===== config.mk =====
export PLATFORM = sky130hd
export DESIGN_NAME = json_string_unescape_flat
export DESIGN_NICKNAME = d
export VERILOG_FILES = /design/src/rtl/jsu_pkg.sv /design/src/rtl/jsu_in_if.sv /design/src/rtl/jsu_out_if.sv /design/src/rtl/json_string_unescape.sv /design/src/flat_wrapper.sv
export SDC_FILE = /design/constraint.sdc
export NUM_CORES = 1
export LEC_CHECK = 0
export ABC_AREA = 1
export BUFFER_PORTS_ARGS = -buffer_cell sky130_fd_sc_hd__buf_2
export CAP_MARGIN = 20
export CORE_AREA = 2 2 137 139
export DETAILED_ROUTE_END_ITERATION = 7
export DIE_AREA = 0 0 139 141
export PLACE_DENSITY = 0.49
export SYNTH_ARGS = -nofsm -noshare
export SYNTH_HDL_FRONTEND = slang
export SYNTH_SLANG_ARGS = --single-unit

===== constraint.sdc =====
create_clock -name clk -period 4.26 [get_ports clk]
set_input_delay 0.426 -clock clk [delete_from_list [all_inputs] [get_ports clk]]
set_output_delay 0.426 -clock clk [all_outputs]
set_load 0.01 [all_outputs]

===== src/rtl/jsu_pkg.sv =====
// ============================================================================
// jsu_pkg
// Shared types and codes for the JSON string unescape block: result status
// codes, parser mode codes and the byte values the parser looks for.
// ============================================================================
package jsu_pkg;

    typedef logic [7:0] byte_t;
    typedef logic [2:0] status_t;
    typedef logic [2:0] mode_t;

    // Result status codes
    localparam status_t ST_DATA     = 3'd0;
    localparam status_t ST_CLOSED   = 3'd1;
    localparam status_t ST_CONTROL  = 3'd2;
    localparam status_t ST_TRAILING = 3'd3;
    localparam status_t ST_BAD_HEX  = 3'd4;
    localparam status_t ST_LONE     = 3'd5;
    localparam status_t ST_BAD_ESC  = 3'd6;
    localparam status_t ST_UNTERM   = 3'd7;

    // Parser modes
    localparam mode_t MODE_NORMAL        = 3'd0;
    localparam mode_t MODE_ESC           = 3'd1;
    localparam mode_t MODE_HEX1          = 3'd2;
    localparam mode_t MODE_AFTER_HIGH    = 3'd3;
    localparam mode_t MODE_AFTER_HIGH_BS = 3'd4;
    localparam mode_t MODE_HEX2          = 3'd5;

    // Characters of interest
    localparam byte_t CH_QUOTE     = 8'h22;
    localparam byte_t CH_BACKSLASH = 8'h5C;
    localparam byte_t CH_SLASH     = 8'h2F;
    localparam byte_t CH_LOWER_B   = 8'h62;
    localparam byte_t CH_LOWER_F   = 8'h66;
    localparam byte_t CH_LOWER_N   = 8'h6E;
    localparam byte_t CH_LOWER_R   = 8'h72;
    localparam byte_t CH_LOWER_T   = 8'h74;
    localparam byte_t CH_LOWER_U   = 8'h75;
    localparam byte_t CH_SPACE     = 8'h20;

    // Surrogate prefixes (top six bits of a 16-bit code unit)
    localparam logic [5:0] SURR_HIGH = 6'b110110;
    localparam logic [5:0] SURR_LOW  = 6'b110111;

    // Maximum result beats per input beat
    localparam int unsigned MAX_RESULTS = 4;

endpackage


===== src/rtl/jsu_in_if.sv =====
// ============================================================================
// jsu_in_if
// Input channel of the JSON string unescape block: one body byte or an
// end-of-input marker per beat, with a valid/ready handshake.
// ============================================================================
interface jsu_in_if;
    import jsu_pkg::*;

    logic  valid;
    logic  ready;
    logic  action;
    byte_t data_byte;

    modport source (output valid, output action, output data_byte, input ready);
    modport sink   (input valid, input action, input data_byte, output ready);

endinterface


===== src/rtl/jsu_out_if.sv =====
// ============================================================================
// jsu_out_if
// Result channel of the JSON string unescape block: one decoded byte or one
// status event per beat, with a valid/ready handshake.
// ============================================================================
interface jsu_out_if;
    import jsu_pkg::*;

    logic    valid;
    logic    ready;
    byte_t   out_byte;
    status_t status;
    logic    last_of_run;

    modport source (output valid, output out_byte, output status, output last_of_run,
                    input ready);
    modport sink   (input valid, input out_byte, input status, input last_of_run,
                    output ready);

endinterface


===== src/rtl/json_string_unescape.sv =====
// ============================================================================
// json_string_unescape
// Streaming decoder for the body of a JSON string, emitting UTF-8 bytes and
// closed / error status beats.
// ============================================================================
// Feed the bytes after the opening quote, one per input beat, and an
// end-of-input beat (action = 1) if the stream ends. Every input beat is
// decoded in the cycle it is accepted and its results (none to four) are
// loaded into a four-entry result buffer, which drains one beat per cycle
// while the sink is ready. Input is taken whenever the buffer is empty or
// its final beat leaves in the same cycle, so ordinary text runs at one
// byte per cycle when the sink is ready; the last hex digit of a \u escape
// that yields two, three or four UTF-8 bytes holds off further input until
// the buffer has drained. Every closed or error beat carries out_byte = 0
// and last_of_run = 1, and leaves the parser back in normal text mode.
// ============================================================================
module json_string_unescape
(
    input  logic      clk,
    input  logic      rst_n,
    jsu_in_if.sink    in_ch,
    jsu_out_if.source out_ch
);
    import jsu_pkg::*;

    // Parser state
    mode_t       mode_reg,  mode_next;
    logic [15:0] hex_reg,   hex_next;
    logic [1:0]  dcnt_reg,  dcnt_next;
    logic [9:0]  high_reg,  high_next;

    // Result buffer
    byte_t       buf_reg [MAX_RESULTS];
    status_t     stat_reg;
    logic [2:0]  cnt_reg;
    logic [1:0]  idx_reg;

    // Decode results for the current input beat
    byte_t       res_b [MAX_RESULTS];
    status_t     res_st;
    logic [2:0]  res_n;

    logic        in_fire;
    logic        out_fire;
    logic        at_end;
    byte_t       b;
    logic        hex_ok;
    logic [3:0]  hex_d;
    logic [15:0] hex_acc;
    logic        err;
    status_t     err_code;
    logic        emit;
    logic [20:0] cp;
    logic        clr;

    assign at_end   = in_ch.action;
    assign b        = in_ch.data_byte;
    assign out_fire = out_ch.valid && out_ch.ready;
    assign in_ch.ready = (cnt_reg == 3'd0) || ((cnt_reg == 3'd1) && out_ch.ready);
    assign in_fire  = in_ch.valid && in_ch.ready;

    // Hex digit decode
    always_comb
    begin
        hex_ok = 1'b1;
        hex_d  = 4'd0;
        if (b >= 8'h30 && b <= 8'h39)
        begin
            hex_d = b[3:0];
        end
        else if ((b >= 8'h61 && b <= 8'h66) || (b >= 8'h41 && b <= 8'h46))
        begin
            hex_d = b[3:0] + 4'd9;
        end
        else
        begin
            hex_ok = 1'b0;
        end
    end

    assign hex_acc = {hex_reg[11:0], hex_d};

    // Parser next state and result selection
    always_comb
    begin
        mode_next = mode_reg;
        hex_next  = hex_reg;
        dcnt_next = dcnt_reg;
        high_next = high_reg;
        err       = 1'b0;
        err_code  = ST_DATA;
        emit      = 1'b0;
        cp        = 21'd0;
        clr       = 1'b0;
        res_st    = ST_DATA;
        res_n     = 3'd0;
        for (int i = 0; i < MAX_RESULTS; i++)
        begin
            res_b[i] = 8'h00;
        end

        case (mode_reg)
            MODE_NORMAL:
            begin
                if (at_end)
                begin
                    err = 1'b1; err_code = ST_UNTERM;
                end
                else if (b == CH_QUOTE)
                begin
                    err = 1'b1; err_code = ST_CLOSED;
                end
                else if (b < CH_SPACE)
                begin
                    err = 1'b1; err_code = ST_CONTROL;
                end
                else if (b == CH_BACKSLASH)
                begin
                    mode_next = MODE_ESC;
                end
                else
                begin
                    res_n    = 3'd1;
                    res_b[0] = b;
                end
            end
            MODE_ESC:
            begin
                if (at_end)
                begin
                    err = 1'b1; err_code = ST_TRAILING;
                end
                else
                begin
                    mode_next = MODE_NORMAL;
                    res_n     = 3'd1;
                    case (b)
                        CH_QUOTE, CH_BACKSLASH, CH_SLASH: res_b[0] = b;
                        CH_LOWER_B: res_b[0] = 8'h08;
                        CH_LOWER_F: res_b[0] = 8'h0C;
                        CH_LOWER_N: res_b[0] = 8'h0A;
                        CH_LOWER_R: res_b[0] = 8'h0D;
                        CH_LOWER_T: res_b[0] = 8'h09;
                        CH_LOWER_U:
                        begin
                            res_n     = 3'd0;
                            mode_next = MODE_HEX1;
                            hex_next  = 16'd0;
                            dcnt_next = 2'd0;
                        end
                        default:
                        begin
                            res_n = 3'd0;
                            err = 1'b1; err_code = ST_BAD_ESC;
                        end
                    endcase
                end
            end
            MODE_HEX1, MODE_HEX2:
            begin
                if (at_end || !hex_ok)
                begin
                    err = 1'b1; err_code = ST_BAD_HEX;
                end
                else
                begin
                    hex_next = hex_acc;
                    if (dcnt_reg != 2'd3)
                    begin
                        dcnt_next = dcnt_reg + 2'd1;
                    end
                    else if (mode_reg == MODE_HEX1)
                    begin
                        dcnt_next = 2'd0;
                        if (hex_acc[15:10] == SURR_HIGH)
                        begin
                            high_next = hex_acc[9:0];
                            hex_next  = 16'd0;
                            mode_next = MODE_AFTER_HIGH;
                        end
                        else if (hex_acc[15:10] == SURR_LOW)
                        begin
                            err = 1'b1; err_code = ST_LONE;
                        end
                        else
                        begin
                            clr  = 1'b1;
                            emit = 1'b1;
                            cp   = {5'd0, hex_acc};
                        end
                    end
                    else
                    begin
                        dcnt_next = 2'd0;
                        if (hex_acc[15:10] != SURR_LOW)
                        begin
                            err = 1'b1; err_code = ST_LONE;
                        end
                        else
                        begin
                            clr  = 1'b1;
                            emit = 1'b1;
                            cp   = 21'h10000 + {1'b0, high_reg, hex_acc[9:0]};
                        end
                    end
                end
            end
            MODE_AFTER_HIGH:
            begin
                if (at_end || b != CH_BACKSLASH)
                begin
                    err = 1'b1; err_code = ST_LONE;
                end
                else
                begin
                    mode_next = MODE_AFTER_HIGH_BS;
                end
            end
            MODE_AFTER_HIGH_BS:
            begin
                if (at_end || b != CH_LOWER_U)
                begin
                    err = 1'b1; err_code = ST_LONE;
                end
                else
                begin
                    mode_next = MODE_HEX2;
                    hex_next  = 16'd0;
                    dcnt_next = 2'd0;
                end
            end
            default:
            begin
                clr = 1'b1;
            end
        endcase

        // UTF-8 encode a completed code point
        if (emit)
        begin
            if (cp < 21'h80)
            begin
                res_n    = 3'd1;
                res_b[0] = cp[7:0];
            end
            else if (cp < 21'h800)
            begin
                res_n    = 3'd2;
                res_b[0] = {3'b110, cp[10:6]};
                res_b[1] = {2'b10, cp[5:0]};
            end
            else if (cp < 21'h10000)
            begin
                res_n    = 3'd3;
                res_b[0] = {4'b1110, cp[15:12]};
                res_b[1] = {2'b10, cp[11:6]};
                res_b[2] = {2'b10, cp[5:0]};
            end
            else
            begin
                res_n    = 3'd4;
                res_b[0] = {5'b11110, cp[20:18]};
                res_b[1] = {2'b10, cp[17:12]};
                res_b[2] = {2'b10, cp[11:6]};
                res_b[3] = {2'b10, cp[5:0]};
            end
        end

        // Report an error or close as a single status beat
        if (err)
        begin
            clr      = 1'b1;
            res_n    = 3'd1;
            res_st   = err_code;
            res_b[0] = 8'h00;
        end

        if (clr)
        begin
            mode_next = MODE_NORMAL;
            hex_next  = 16'd0;
            dcnt_next = 2'd0;
            high_next = 10'd0;
        end
    end

    // Advance parser state on each accepted input beat
    always_ff @(posedge clk or negedge rst_n)
    begin
        if (!rst_n)
        begin
            mode_reg <= MODE_NORMAL;
            hex_reg  <= 16'd0;
            dcnt_reg <= 2'd0;
            high_reg <= 10'd0;
        end
        else if (in_fire)
        begin
            mode_reg <= mode_next;
            hex_reg  <= hex_next;
            dcnt_reg <= dcnt_next;
            high_reg <= high_next;
        end
    end

    // Result buffer control: load on input, drain one beat per cycle while the sink is ready
    always_ff @(posedge clk or negedge rst_n)
    begin
        if (!rst_n)
        begin
            cnt_reg <= 3'd0;
            idx_reg <= 2'd0;
        end
        else if (in_fire)
        begin
            cnt_reg <= res_n;
            idx_reg <= 2'd0;
        end
        else if (out_fire)
        begin
            cnt_reg <= cnt_reg - 3'd1;
            idx_reg <= idx_reg + 2'd1;
        end
    end

    // Result buffer payload
    always_ff @(posedge clk)
    begin
        if (in_fire && (res_n != 3'd0))
        begin
            for (int i = 0; i < MAX_RESULTS; i++)
            begin
                buf_reg[i] <= res_b[i];
            end
            stat_reg <= res_st;
        end
    end

    assign out_ch.valid       = (cnt_reg != 3'd0);
    assign out_ch.out_byte    = buf_reg[idx_reg];
    assign out_ch.status      = stat_reg;
    assign out_ch.last_of_run = (cnt_reg == 3'd1);

    // Checks
    a_cnt_range: assert property (@(posedge clk) disable iff (!rst_n)
        cnt_reg <= 3'd4)
        else $error("result count out of range");

    a_status_last: assert property (@(posedge clk) disable iff (!rst_n)
        (out_ch.valid && out_ch.status != ST_DATA) |-> out_ch.last_of_run)
        else $error("status beat is not the last of its run");

    a_status_zero: assert property (@(posedge clk) disable iff (!rst_n)
        (out_ch.valid && out_ch.status != ST_DATA) |-> (out_ch.out_byte == 8'h00))
        else $error("status beat carries a nonzero byte");

    a_err_clears: assert property (@(posedge clk) disable iff (!rst_n)
        (in_fire && err) |=> (mode_reg == MODE_NORMAL && dcnt_reg == 2'd0))
        else $error("parser not back in normal mode after a status beat");

    a_no_overrun: assert property (@(posedge clk) disable iff (!rst_n)
        in_fire |-> (cnt_reg == 3'd0 || out_fire))
        else $error("input accepted over undelivered results");

endmodule

===== src/flat_wrapper.sv =====
// flat-port wrapper written by rule: the top's interface ports become plain ports
module json_string_unescape_flat import jsu_pkg::*;
  (clk, rst_n, in_ch_valid, in_ch_action, in_ch_data_byte, in_ch_ready, out_ch_valid, out_ch_out_byte, out_ch_status, out_ch_last_of_run, out_ch_ready);
  jsu_in_if in_ch_i ();
  jsu_out_if out_ch_i ();
  input  logic clk;
  input  logic rst_n;
  input wire logic [$bits(in_ch_i.valid)-1:0] in_ch_valid;
  input wire logic [$bits(in_ch_i.action)-1:0] in_ch_action;
  input wire logic [$bits(in_ch_i.data_byte)-1:0] in_ch_data_byte;
  output wire logic [$bits(in_ch_i.ready)-1:0] in_ch_ready;
  output wire logic [$bits(out_ch_i.valid)-1:0] out_ch_valid;
  output wire logic [$bits(out_ch_i.out_byte)-1:0] out_ch_out_byte;
  output wire logic [$bits(out_ch_i.status)-1:0] out_ch_status;
  output wire logic [$bits(out_ch_i.last_of_run)-1:0] out_ch_last_of_run;
  input wire logic [$bits(out_ch_i.ready)-1:0] out_ch_ready;
  assign in_ch_i.valid = in_ch_valid;
  assign in_ch_i.action = in_ch_action;
  assign in_ch_i.data_byte = in_ch_data_byte;
  assign in_ch_ready = in_ch_i.ready;
  assign out_ch_valid = out_ch_i.valid;
  assign out_ch_out_byte = out_ch_i.out_byte;
  assign out_ch_status = out_ch_i.status;
  assign out_ch_last_of_run = out_ch_i.last_of_run;
  assign out_ch_i.ready = out_ch_ready;
  json_string_unescape u_core (.clk(clk), .rst_n(rst_n), .in_ch(in_ch_i), .out_ch(out_ch_i));
endmodule

==> summary.md <==
| Metric | Value |
|---|---|
| ANT nets after route | 0 |
| First DRT Iteration DRCs | 421 |
| Cell Chain, Critical Path | inv_2 -> nand3_2 -> inv_4 -> nor2_2 -> nand2_4 -> nor2_4 -> o31ai_1 -> nand2_2 -> inv_2 -> nand4_4 -> nor2_8 -> inv_2 -> nand2_1 -> inv_1 |
| Commonest non-fill, non-tap cell in the layout | nand2_1 |
| Routed len/inst | 16.3 µm |
| Crit end category | flop |
| Worst Path Class, Setup | reg -> reg |
| IO Count | 27 |
| Initial antenna violation count | 0 |
| Fin crit share | 77.9% |
| Vias in the first global route | 4850 |
| First-pass GRT wire length | 27000 µm |
| DRC | 0 |
| Crit-path most repeated cell | inv_2 |
| Multi-input gate area | 3020 µm² |
| Final setup violating endpoints | 0 |
| CTS root buffer | clkbuf_16 |
| Vias per Instance | 5.04 |
| Filler instances | 2047 |
| Setup bufs post-CTS | 0 |
| Distinct cells, synth | 51 |
| CORE AREA | 18300 µm² |
| Setup TNS | 0 ns |
| Fmax | 0.301 GHz |
| Number of hold buffers added after CTS | 0 |
| Routed WL | 16700 µm |
| Synth area leader | edfxtp_1 |
| Max FFs per register | 29 |
| Leak pwr | 2.61 nW |
| Top cell type's share of synthesized area | 18.0% |
| Worst-case vdd ir drop | 0.389 mV |
| CTS sink cnt | 64 |
| Slowest cell on the critical path | dfrtp_1 |
| Critical Path RT | 4.36 ns |
| Max Slew Vio Count | 0 |
| PortBufs | 26 |
| Vias | 5161 |
| Post-synthesis register bit count | 64 |
| Final critical-path required period | 3.32 ns |
| Total of max-cap violations | 0 |
| Syn. warnings | 0 |
| Die area | 19600 µm² |
| Crit Path Max Fanout | 22 |
| Met2 Use GR | 27.7% |
| Grt met1 use | 24.5% |
| Synthesized area per cell | 6.91 µm² |
| Min-Delay Path Class | in -> async |
| CTS tree | done |
| Max-slew headroom | 40.5% |
| Crit start category | flop |
| Fraction of layout cells with a size suffix above 1 | 13.6% |
| Diode count | 0 |
| Number of synthesized flops with an enable pin | 32 |
| TritonCTS Buffers | 9 |
| H-tree levels | 3 |
| Met3 Use GR | 2.85% |
| DP HPWL | 12700 µm |
| Starting Density | 29.2% |
| Clock buffer depth | 2 |
| Outcome | finished, final reports clean |
| Reg2reg setup slack | 0.94 ns |
| RSZ-0062 raised after global routing | false |
| GPL Wtd Cong | 0.923 |
| Die W | 139 µm |
| FFs w/ async S/R, synth | 50.0% |
| Worst-Skew Late Latency | 0.34 ns |
| Clock transition at path regs | 0.06 ns |
| Sequential share of the synthesized area | 33.0% |
| Storage cell area | 1760 µm² |
| Power Density | 381 nW/µm² |
| Worst path max stage delay | 0.47 ns |
| Crit path DAT | 3.42 ns |
| Slew @ Worst Pin | 0.889 ns |
| Post-Syn Nets | 794 |
| Die height | 141 µm |
| GRT Residual Overflow | 0 |
| Largest net degree at the start of global routing | 33 |
| Syn Std Cell Area | 5330 µm² |
| Drt pass-1 iters | 7 |
| Tot GR Track Use | 17.5% |
| Hold Violations, Final | 0 |
| Most frequent cells in the layout | 193 x nand2_1, 84 x nor2_1, 81 x inv_1 |
| Final std cells w/o fill | 1023 |
| Busiest layer in global routing | met2 |
| CTS resizes | 0 |
| Worst Skew | 0.00536 ns |
| Nets | 806 |
| Placed Cells incl. Taps | 1007 |
| Row count | 50 |
| Dominant cells by area after synthesis | edfxtp_1 18%, dfrtp_1 15%, nand2_1 14%, nand3_1 6.5%, nor2_1 5.9% |
| Area Growth Syn to Fin | 10.7% |
| Ys flop type | edfxtp_1 |
| Syn Inst Count | 772 |
## logic make-up (layout without fill, tap and decap cells)
logic type	Yosys count	in the layout	share of synthesized area (%)
buf+inv	130	147	10.6
fa+ha+maj	9	9	2.11
flops	64	64	33.0
compound gates	115	115	13.4
simple gates	448	448	39.9
xor+xnor	6	6	0.985
## where the power goes
part           total, mW  leakage (nW)  switching [mW]  internal (mW)
combinational      0.754          1.75           0.522          0.232
clock              0.668         0.126           0.278          0.390
sequential         0.829         0.737          0.0680          0.761
## cells in the mapped netlist, types with 6 or more instances
cell type,number
edfxtp_1,32
nand4_1,35
inv_2,11
a21oi_1,20
nor3_1,21
nand2_4,6
nand2_2,12
o22ai_1,10
nor2_2,6
buf_2,7
o21ai_1,6
inv_1,81
dfrtp_1,32
o21ai_0,45
nand2_1,193
nor2_1,84
nand3_1,69
clkbuf_1,15
o211ai_1,8
ha_1,9
## per-stage QoR
| stage | hold WS, ns | util [%] | cell area [µm²] | power (mW) | setup slack, ns |
|---|---|---|---|---|---|
| 2_1_floorplan | 0.130 | - | 5330 | 1.35 | 0.406 |
| 3_3_place_gp | 0.461 | 30.8 | 5630 | 1.61 | 1.05 |
| 3_5_place_dp | 0.471 | 30.8 | 5630 | 1.61 | 0.984 |
| 4_1_cts | 0.202 | 32.3 | 5900 | 2.28 | 0.960 |
| 5_1_grt | 0.228 | 32.3 | 5900 | 2.41 | 0.675 |
| 6_report | 0.170 | 32.3 | 5900 | 2.25 | 0.940 |
## path summary, 6_finish.rpt
check,start,endpoint,depth (start not counted)
worst min-delay path,rst_n,u_core.cnt_reg[2]$_DFFE_PN0P_,1
worst min register to register,u_core.high_reg[9]$_DFFE_PN0P_,u_core.high_reg[9]$_DFFE_PN0P_,2
worst max-delay path,u_core.mode_reg[2]$_DFFE_PN0P_,u_core.buf_reg[1][5]$_SDFFCE_PN0P_,14
worst max register to register,u_core.mode_reg[2]$_DFFE_PN0P_,u_core.buf_reg[1][5]$_SDFFCE_PN0P_,14
min in group clk,u_core.high_reg[9]$_DFFE_PN0P_,u_core.high_reg[9]$_DFFE_PN0P_,2
max in group asynchronous,rst_n,u_core.high_reg[8]$_DFFE_PN0P_,1
## routing by layer
| metal | share of wire (%) | vias up |
|---|---|---|
| met5 | 0 | - |
| met4 | 2.5 | 0 |
| met3 | 4.3 | 31 |
| met2 | 45 | 131 |
| met1 | 48 | 2383 |
| li1 | - | 2616 |
## layout make-up
class	instances	share of cell area [%]
multi-input cells	578	51.2
flip-flops and latches	64	29.9
repair buffers	34	3.22
inverters	97	6.26
clock inverters	6	0.636
well taps	234	4.96
clock buffers	10	3.88
## worst max-delay path, delay by kind of cell (launching register included)
| family | cells | cell delay [ns] |
|---|---|---|
| simple gates | 8 | 1.58 |
| flops | 1 | 0.47 |
| buf+inv | 5 | 0.90 |
| compound gates | 1 | 0.10 |
(Power assumes the default switching activity.)
